`src/rtl/rrc_pkg.sv`:
```
package rrc_pkg;

   // Fixed widths of the stream fields.
   localparam int FIELD_WIDTH = 64;
   localparam int DEFAULT_VALUE_WIDTH = 64;

   // Request: num_a, den_a, num_b, den_b from bit 0 up.
   localparam int REQ_DATA_WIDTH = 4 * FIELD_WIDTH;

   // Response: num_out, den_out, equal, then zero fill up to a whole byte.
   localparam int RSP_EQUAL_BIT = 2 * FIELD_WIDTH;
   localparam int RSP_DATA_WIDTH = ((2 * FIELD_WIDTH + 1 + 7) / 8) * 8;

   typedef enum logic [1:0] {
      ST_IDLE,
      ST_RED_A,
      ST_RED_B,
      ST_HOLD
   } rrc_state_type;

   typedef enum logic [2:0] {
      FR_IDLE,
      FR_GCD,
      FR_DIV_NUM,
      FR_DIV_DEN,
      FR_DONE
   } rrc_frac_state_type;

   // Handshake between the top level and the fraction reducer.
   typedef struct packed {
      logic start;
   } rrc_frac_ctl_type;

   typedef struct packed {
      logic done;
   } rrc_frac_status_type;

endpackage

```
`src/rtl/rrc_frac.sv`:
```
module rrc_frac #(
   parameter int VALUE_WIDTH = rrc_pkg::DEFAULT_VALUE_WIDTH
) (
   input  logic                            clock,
   input  logic                            reset,
   input  rrc_pkg::rrc_frac_ctl_type       ctl,
   input  logic signed [VALUE_WIDTH-1:0]   frac_num,
   input  logic signed [VALUE_WIDTH-1:0]   frac_den,
   output rrc_pkg::rrc_frac_status_type    status,
   output logic signed [VALUE_WIDTH-1:0]   res_num,
   output logic signed [VALUE_WIDTH-1:0]   res_den
);

   localparam int KW = $clog2(VALUE_WIDTH);
   localparam int CW = $clog2(VALUE_WIDTH + 1);

   rrc_pkg::rrc_frac_state_type state_ff, state_in;

   logic signed [VALUE_WIDTH-1:0] num_ff, num_in;
   logic signed [VALUE_WIDTH-1:0] den_ff, den_in;
   logic [VALUE_WIDTH-1:0] a_ff, a_in;
   logic [VALUE_WIDTH-1:0] b_ff, b_in;
   logic [KW-1:0]          k_ff, k_in;
   logic [VALUE_WIDTH-1:0] g_ff, g_in;
   logic [VALUE_WIDTH-1:0] rem_ff, rem_in;
   logic [VALUE_WIDTH-1:0] dvd_ff, dvd_in;
   logic [CW-1:0]          cnt_ff, cnt_in;
   logic signed [VALUE_WIDTH-1:0] res_num_ff, res_num_in;
   logic signed [VALUE_WIDTH-1:0] res_den_ff, res_den_in;

   logic [VALUE_WIDTH:0]   sub_x;
   logic [VALUE_WIDTH:0]   sub_y;
   logic [VALUE_WIDTH+1:0] diff;
   logic                   borrow;
   logic                   gcd_end;
   logic                   div_last;
   logic [VALUE_WIDTH-1:0] quot;

   // The most negative value maps to 2^(W-1), which still fits unsigned.
   function automatic logic [VALUE_WIDTH-1:0] mag(input logic [VALUE_WIDTH-1:0] v);
      mag = v[VALUE_WIDTH-1] ? (~v + 1'b1) : v;
   endfunction

   function automatic logic [VALUE_WIDTH-1:0] apply_sign(input logic neg,
                                                         input logic [VALUE_WIDTH-1:0] q);
      apply_sign = neg ? (~q + 1'b1) : q;
   endfunction

   // One subtractor serves both the GCD compare and the division trials.
   always_comb begin
      if (state_ff == rrc_pkg::FR_GCD) begin
         sub_x = {1'b0, a_ff};
         sub_y = {1'b0, b_ff};
      end else begin
         sub_x = {rem_ff, dvd_ff[VALUE_WIDTH-1]};
         sub_y = {1'b0, g_ff};
      end
      diff   = {1'b0, sub_x} - {1'b0, sub_y};
      borrow = diff[VALUE_WIDTH+1];
   end

   assign gcd_end  = (a_ff == '0) || (b_ff == '0);
   assign div_last = (cnt_ff == CW'(1));
   assign quot     = {dvd_ff[VALUE_WIDTH-2:0], ~borrow};

   // A new fraction may start in the done cycle, so the second fraction of a
   // compare request goes from done straight into the GCD, not through idle.
   always_comb begin
      state_in = state_ff;
      unique case (state_ff) inside
         rrc_pkg::FR_IDLE, rrc_pkg::FR_DONE: begin
            state_in = rrc_pkg::FR_IDLE;
            if (ctl.start) begin
               state_in = (frac_den == '0) ? rrc_pkg::FR_DONE : rrc_pkg::FR_GCD;
            end
         end
         rrc_pkg::FR_GCD: begin
            if (gcd_end) begin
               state_in = rrc_pkg::FR_DIV_NUM;
            end
         end
         rrc_pkg::FR_DIV_NUM: begin
            if (div_last) begin
               state_in = rrc_pkg::FR_DIV_DEN;
            end
         end
         rrc_pkg::FR_DIV_DEN: begin
            if (div_last) begin
               state_in = rrc_pkg::FR_DONE;
            end
         end
         default: begin
            state_in = rrc_pkg::FR_IDLE;
         end
      endcase
   end

   always_comb begin
      num_in     = num_ff;
      den_in     = den_ff;
      a_in       = a_ff;
      b_in       = b_ff;
      k_in       = k_ff;
      g_in       = g_ff;
      rem_in     = rem_ff;
      dvd_in     = dvd_ff;
      cnt_in     = cnt_ff;
      res_num_in = res_num_ff;
      res_den_in = res_den_ff;
      unique case (state_ff) inside
         rrc_pkg::FR_IDLE, rrc_pkg::FR_DONE: begin
            if (ctl.start) begin
               num_in     = frac_num;
               den_in     = frac_den;
               a_in       = mag(frac_num);
               b_in       = mag(frac_den);
               k_in       = '0;
               res_num_in = frac_num;
               res_den_in = frac_den;
            end
         end
         rrc_pkg::FR_GCD: begin
            if (gcd_end) begin
               g_in   = (a_ff | b_ff) << k_ff;
               rem_in = '0;
               dvd_in = mag(num_ff);
               cnt_in = CW'(VALUE_WIDTH);
            end else if (!a_ff[0] && !b_ff[0]) begin
               a_in = a_ff >> 1;
               b_in = b_ff >> 1;
               k_in = k_ff + 1'b1;
            end else if (!a_ff[0]) begin
               a_in = a_ff >> 1;
            end else if (!b_ff[0]) begin
               b_in = b_ff >> 1;
            end else if (!borrow) begin
               a_in = diff[VALUE_WIDTH-1:0];
            end else begin
               // Both odd and a below b: swap so the next step subtracts.
               a_in = b_ff;
               b_in = a_ff;
            end
         end
         rrc_pkg::FR_DIV_NUM, rrc_pkg::FR_DIV_DEN: begin
            rem_in = borrow ? sub_x[VALUE_WIDTH-1:0] : diff[VALUE_WIDTH-1:0];
            dvd_in = quot;
            cnt_in = cnt_ff - 1'b1;
            if (div_last) begin
               if (state_ff == rrc_pkg::FR_DIV_NUM) begin
                  res_num_in = apply_sign(num_ff[VALUE_WIDTH-1], quot);
                  rem_in     = '0;
                  dvd_in     = mag(den_ff);
                  cnt_in     = CW'(VALUE_WIDTH);
               end else begin
                  res_den_in = apply_sign(den_ff[VALUE_WIDTH-1], quot);
               end
            end
         end
         default: begin
         end
      endcase
   end

   always_ff @(posedge clock) begin
      if (reset) begin
         state_ff <= rrc_pkg::FR_IDLE;
      end else begin
         state_ff <= state_in;
      end
      num_ff     <= num_in;
      den_ff     <= den_in;
      a_ff       <= a_in;
      b_ff       <= b_in;
      k_ff       <= k_in;
      g_ff       <= g_in;
      rem_ff     <= rem_in;
      dvd_ff     <= dvd_in;
      cnt_ff     <= cnt_in;
      res_num_ff <= res_num_in;
      res_den_ff <= res_den_in;
   end

   assign status.done = (state_ff == rrc_pkg::FR_DONE);
   assign res_num     = res_num_ff;
   assign res_den     = res_den_ff;

endmodule

```
`src/rtl/rational_reduce_compare.sv`:
```
// Reduces a signed fraction to lowest terms by dividing numerator and
// denominator by the GCD of their magnitudes; each keeps its own sign, so
// 1/2 and -1/-2 compare unequal. A zero denominator passes the fraction
// through unchanged. With req_tuser set, fraction B is reduced too and
// equal reports whether both reduced parts match. Values are VALUE_WIDTH-bit
// two's complement; upper field bits are ignored and results are
// sign-extended to 64 bits. One request takes, per fraction, a setup, a
// binary GCD and two restoring divisions of VALUE_WIDTH steps each, all on
// one shared subtractor; compare mode runs this twice. A zero denominator
// skips the GCD and both divisions.
// req_tready is high only while the reducer is idle; a finished response
// waits in its own register, so the next request may start meanwhile.
module rational_reduce_compare #(
   parameter int VALUE_WIDTH = rrc_pkg::DEFAULT_VALUE_WIDTH
) (
   input  logic                                clock,
   input  logic                                reset,
   input  logic                                req_tvalid,
   output logic                                req_tready,
   // num_a [63:0], den_a [127:64], num_b [191:128], den_b [255:192]
   input  logic [rrc_pkg::REQ_DATA_WIDTH-1:0]  req_tdata,
   // mode [0]
   input  logic                                req_tuser,
   output logic                                rsp_tvalid,
   input  logic                                rsp_tready,
   // num_out [63:0], den_out [127:64], equal [128], zero fill [135:129]
   output logic [rrc_pkg::RSP_DATA_WIDTH-1:0]  rsp_tdata
);

   localparam int FW = rrc_pkg::FIELD_WIDTH;

   rrc_pkg::rrc_state_type state_ff, state_in;

   logic                          mode_ff, mode_in;
   logic signed [VALUE_WIDTH-1:0] nb_ff, nb_in;
   logic signed [VALUE_WIDTH-1:0] db_ff, db_in;
   logic signed [VALUE_WIDTH-1:0] an_ff, an_in;
   logic signed [VALUE_WIDTH-1:0] ad_ff, ad_in;
   logic                          eq_ff, eq_in;
   logic                          rsp_valid_ff, rsp_valid_in;
   logic signed [FW-1:0]          rsp_num_ff, rsp_num_in;
   logic signed [FW-1:0]          rsp_den_ff, rsp_den_in;
   logic                          rsp_eq_ff, rsp_eq_in;

   logic                          accept;
   logic                          load_out;
   rrc_pkg::rrc_frac_ctl_type     frac_ctl;
   rrc_pkg::rrc_frac_status_type  frac_status;
   logic signed [VALUE_WIDTH-1:0] frac_num;
   logic signed [VALUE_WIDTH-1:0] frac_den;
   logic signed [VALUE_WIDTH-1:0] res_num;
   logic signed [VALUE_WIDTH-1:0] res_den;

   assign req_tready = (state_ff == rrc_pkg::ST_IDLE);
   assign accept     = req_tvalid && req_tready;
   assign load_out   = (state_ff == rrc_pkg::ST_HOLD) && (!rsp_valid_ff || rsp_tready);

   // Fraction A comes straight off the request; B from its holding registers.
   assign frac_num = (state_ff == rrc_pkg::ST_IDLE) ? req_tdata[VALUE_WIDTH-1:0] : nb_ff;
   assign frac_den = (state_ff == rrc_pkg::ST_IDLE) ? req_tdata[FW+VALUE_WIDTH-1:FW] : db_ff;
   assign frac_ctl.start = accept ||
                           ((state_ff == rrc_pkg::ST_RED_A) && frac_status.done && mode_ff);

   rrc_frac #(
      .VALUE_WIDTH(VALUE_WIDTH)
   ) u_rrc_frac (
      .clock    (clock),
      .reset    (reset),
      .ctl      (frac_ctl),
      .frac_num (frac_num),
      .frac_den (frac_den),
      .status   (frac_status),
      .res_num  (res_num),
      .res_den  (res_den)
   );

   always_comb begin
      state_in = state_ff;
      unique case (state_ff)
         rrc_pkg::ST_IDLE: begin
            if (accept) begin
               state_in = rrc_pkg::ST_RED_A;
            end
         end
         rrc_pkg::ST_RED_A: begin
            if (frac_status.done) begin
               state_in = mode_ff ? rrc_pkg::ST_RED_B : rrc_pkg::ST_HOLD;
            end
         end
         rrc_pkg::ST_RED_B: begin
            if (frac_status.done) begin
               state_in = rrc_pkg::ST_HOLD;
            end
         end
         rrc_pkg::ST_HOLD: begin
            if (load_out) begin
               state_in = rrc_pkg::ST_IDLE;
            end
         end
         default: begin
            state_in = rrc_pkg::ST_IDLE;
         end
      endcase
   end

   always_comb begin
      mode_in    = mode_ff;
      nb_in      = nb_ff;
      db_in      = db_ff;
      an_in      = an_ff;
      ad_in      = ad_ff;
      eq_in      = eq_ff;
      rsp_num_in = rsp_num_ff;
      rsp_den_in = rsp_den_ff;
      rsp_eq_in  = rsp_eq_ff;
      unique case (state_ff)
         rrc_pkg::ST_IDLE: begin
            if (accept) begin
               mode_in = req_tuser;
               nb_in   = req_tdata[2*FW+VALUE_WIDTH-1:2*FW];
               db_in   = req_tdata[3*FW+VALUE_WIDTH-1:3*FW];
               eq_in   = 1'b0;
            end
         end
         rrc_pkg::ST_RED_A: begin
            if (frac_status.done) begin
               an_in = res_num;
               ad_in = res_den;
            end
         end
         rrc_pkg::ST_RED_B: begin
            if (frac_status.done) begin
               eq_in = (an_ff == res_num) && (ad_ff == res_den);
            end
         end
         rrc_pkg::ST_HOLD: begin
            if (load_out) begin
               rsp_num_in = FW'(an_ff);
               rsp_den_in = FW'(ad_ff);
               rsp_eq_in  = eq_ff;
            end
         end
         default: begin
         end
      endcase
      rsp_valid_in = load_out || (rsp_valid_ff && !rsp_tready);
   end

   always_ff @(posedge clock) begin
      if (reset) begin
         state_ff     <= rrc_pkg::ST_IDLE;
         rsp_valid_ff <= 1'b0;
      end else begin
         state_ff     <= state_in;
         rsp_valid_ff <= rsp_valid_in;
      end
      mode_ff    <= mode_in;
      nb_ff      <= nb_in;
      db_ff      <= db_in;
      an_ff      <= an_in;
      ad_ff      <= ad_in;
      eq_ff      <= eq_in;
      rsp_num_ff <= rsp_num_in;
      rsp_den_ff <= rsp_den_in;
      rsp_eq_ff  <= rsp_eq_in;
   end

   assign rsp_tvalid = rsp_valid_ff;
   assign rsp_tdata  = {{(rrc_pkg::RSP_DATA_WIDTH - 2*FW - 1){1'b0}},
                        rsp_eq_ff, rsp_den_ff, rsp_num_ff};

endmodule

```
`config.mk`:
```
export PLATFORM = sky130hd
export DESIGN_NAME = rational_reduce_compare
export DESIGN_NICKNAME = d
export VERILOG_FILES = /design/src/rtl/rrc_pkg.sv /design/src/rtl/rrc_frac.sv /design/src/rtl/rational_reduce_compare.sv
export SDC_FILE = /design/constraint.sdc
export NUM_CORES = 2
export LEC_CHECK = 0
export BUFFER_PORTS_ARGS = -buffer_cell sky130_fd_sc_hd__buf_2
export CORE_ASPECT_RATIO = 0.6
export CORE_MARGIN = 2
export CORE_UTILIZATION = 49
export DETAILED_ROUTE_END_ITERATION = 10
export MAX_ROUTING_LAYER = met4
export PLACE_DENSITY_LB_ADDON = 0.08
export SYNTH_ARGS = -nofsm -noshare
export SYNTH_HDL_FRONTEND = slang
export SYNTH_SLANG_ARGS = --single-unit
```
`constraint.sdc`:
```
create_clock -name clock -period 27.3 [get_ports clock]
set_clock_uncertainty 0.05 [all_clocks]
set_input_delay 1.365 -clock clock [delete_from_list [all_inputs] [get_ports clock]]
set_output_delay 1.365 -clock clock [all_outputs]
set_load 0.02 [all_outputs]
```
==> qor.yml <==
port-buffer-count: 391
post_cts_resized: 0
r2r_end: "u_rrc_frac.res_num[44]$_DFFE_PP_"
cp_max_fo: 68
met1_length_um: 104500
syn_inst: 5670
critPathKind: "reg -> reg"
synth_area_per_cell_um2: 10.26
r2r_start: "u_rrc_frac.state_ff[0]$_SDFFE_PP0P_"
tightest_slew_ps: 1522
place_inst: 7380
worstSetupEndpointType: "flip-flop"
cp.arrival_ps: 10130
whs_endpoint: "rsp_eq_ff$_DFFE_PP_"
route.met3.wl_um: 32290
cp-start-kind: "flip-flop"
hold_buffers: 0
maxSlewViolCount: 4
fin_tns_setup_ps: 0
post-route-min-period_ps: 9718
io_pins: 399
fp.dieH_um: 270.9
area_delta_synth_final_pct: 11.36
synthDistinctLibCells: 93
cts_setup_buffers: 0
wl_met2_um: 89510
clk_latency_ps: 750
synthAdderAreaFrac: 0.01647
ys_dominant_reg_cell: "edfxtp_1"
dieWidth_um: 448.8
worst-r2r-setup-slack_ps: 17580
path_clk_slew_ps: 70
maxSlewHeadroom: -0.02545
highest_layer: "met4"
synth_compound_area_frac: 0.1338
gp_congestion: 1.077
ys_seq_elements: 982
rsz0062_at_grt: "false"
ff2ff_path_depth: 26
grt_pass1_wl_um: 326800
synth_mux_area_frac: 0.08454
vias: 49240
cap_violations: 1
cts_tree: "yes"
grt_pass1_vias: 44090
avgRoutedWirePerCell_um: 30.69
hp-start: "eq_ff$_SDFFCE_PN0P_"
hold_class: "reg -> reg"
rows: 97
root_buffer: "clkbuf_16"
clockBufferDepth: 3
power.total_mw: 9.774
firstDrtPassIters: 6
violations: "max-capacitance violations, max-slew violations"
grt_usage: 0.3823
overflow: 0
final_net_count: 6232
cts_sinks: 982
hold_viol: 0
hold_depth: 0
synth_xor_area_frac: 0.06744
initial_core_util: 0.4962
async_flop_share: 0
drt_iter0_drc: 7698
finish.utilization: 0.5526
cts_made_buffers: 97
synth-edff-count: 976
layout_commonest_cell: "edfxtp_1"
run_status: "finished, violations left"
cp.required_ps: 27710
leakagePower_nw: 24.31
htreeDepth: 3
synth-seq-area-share: 0.5058
vias_per_cell: 6.501
synth_area_um2: 58180
setup_violations: 0
antenna_found_initial: 21
core_um2: 117200
ir_worst_vdd_mv: 0.1029
yosys_warnings: 0
grt_max_degree: 157
antenna_left: 0
synth-simple-area-share: 0.1541
final_cell_mix: "edfxtp_1, nand2_1, a21oi_1, buf_2, nor2_1"
drive_gt1_frac: 0.1365
post-dp-hpwl_um: 177200
fmax_ghz: 0.1029
synth_top_family_by_area: "simple AND/OR/NAND/NOR gates"
power_density_nw_per_um2: 150.9
final_cells: 7574
drc: 0
finalCritPeriodShare: 0.3560
wl_um: 232400
die_area_um2: 121600
==> cell usage after synthesis, types with 15 or more instances <==
cell | number | area, um2
buf_2 | 28 | 140.1
a211oi_1 | 54 | 405.4
clkbuf_1 | 279 | 1047
or2_2 | 17 | 106.4
mux2i_1 | 366 | 3664
o31ai_1 | 113 | 848.3
edfxtp_1 | 976 | 29310
xnor2_1 | 180 | 1577
a31oi_1 | 51 | 319.1
inv_1 | 176 | 660.6
nor3_1 | 214 | 1071
nor2b_1 | 25 | 156.4
nand2_1 | 658 | 2470
o21ai_1 | 15 | 75.07
o22ai_1 | 39 | 244.0
o221ai_1 | 50 | 437.9
mux2_2 | 93 | 1047
nand3_1 | 178 | 890.9
ha_1 | 75 | 938.4
o41ai_1 | 19 | 166.4
nand4_1 | 57 | 356.6
or3_1 | 68 | 425.4
a21oi_1 | 402 | 2012
nand2b_1 | 31 | 193.9
nor4_1 | 74 | 462.9
and2_1 | 23 | 143.9
nor3b_1 | 23 | 172.7
nor2_1 | 387 | 1453
o21ai_0 | 294 | 1471
o211ai_1 | 45 | 337.8
o21bai_1 | 26 | 195.2
or4_1 | 34 | 255.2
a21o_1 | 52 | 390.4
buf_1 | 49 | 183.9
xor2_1 | 268 | 2347
and3_1 | 33 | 206.5
a221oi_1 | 20 | 175.2
==> power by group <==
part | internal, mW | switching [mW]
combinational | 1.67 | 3.68
sequential | 2.43 | 0.587
clock | 0.756 | 0.646
total | 4.86 | 4.92
==> how the worst max path moves through the flow <==
stage	cells past startpoint	from	slack, ps	end
after floorplan	16	state_ff[0]$_SDFFE_PP0P_	8720	u_rrc_frac.a_ff[10]$_DFFE_PP_
after global placement	26	u_rrc_frac.state_ff[0]$_SDFFE_PP0P_	18120	u_rrc_frac.res_num[44]$_DFFE_PP_
after detailed placement	26	u_rrc_frac.state_ff[0]$_SDFFE_PP0P_	18010	u_rrc_frac.res_num[44]$_DFFE_PP_
after CTS	26	u_rrc_frac.state_ff[0]$_SDFFE_PP0P_	17970	u_rrc_frac.res_num[44]$_DFFE_PP_
after global routing	26	u_rrc_frac.state_ff[0]$_SDFFE_PP0P_	17270	u_rrc_frac.res_num[44]$_DFFE_PP_
final	26	u_rrc_frac.state_ff[0]$_SDFFE_PP0P_	17580	u_rrc_frac.res_num[44]$_DFFE_PP_
==> area by class of cell <==
| type | count | area [um2] |
|---|---|---|
| Clock inverter | 63 | 629.4 |
| Sequential cell | 982 | 29430 |
| Timing Repair Buffer | 493 | 2748 |
| Clock buffer | 118 | 2547 |
| Multi-Input combinational cell | 4141 | 26750 |
| Tap cell | 1584 | 1982 |
| Antenna cell | 13 | 32.53 |
| Inverter | 180 | 675.6 |
| Fill cell | 10340 | 52450 |
==> metrics by stage <==
step                      cell area [um2]  setup slack (ps)  hold slack, ps
after floorplan                     58200              8717           350.3
after global placement              61580             18120           351.8
after detailed placement            61580             18010           368.7
after CTS                           64760             17970           383.2
after global routing                64790             17270           393.0
final                               64790             17580           382.1
==> routing by layer <==
layer  vias to the layer above  track usage
li1                      21510            -
met1                     24330       0.5806
met2                      3099       0.4844
met3                       301       0.1202
met4                         0      0.09047
met5                         -            -
==> critical path, cell delays in order, from the launching register on <==
cell and delay [ps]:
dfxtp_1 540, nor3b_4 230, buf_4 460, buf_4 800
buf_4 590, buf_4 590, nand2_1 100, nand2_1 100
ha_1 330, and2_1 250, and3_1 220, nand2_1 140
nor3_1 80, nand4_1 230, a21oi_2 50, buf_4 280
or2_4 400, inv_2 570, ha_1 310, nand2b_1 150
or4_1 840, nor3_2 820, nand3_1 300, or3_1 420
nand2_1 100, xor2_1 170, a21oi_1 100
==> cell families after synthesis <==
family / Yosys count
other: 1
buffers and inverters: 553
AOI/OAI and AO/OA: 1258
and+or+nand+nor: 1883
muxes: 469
xor gates and xnor gates: 448
adders and majority gates: 76
DFF: 982
(Power assumes the default switching activity.)
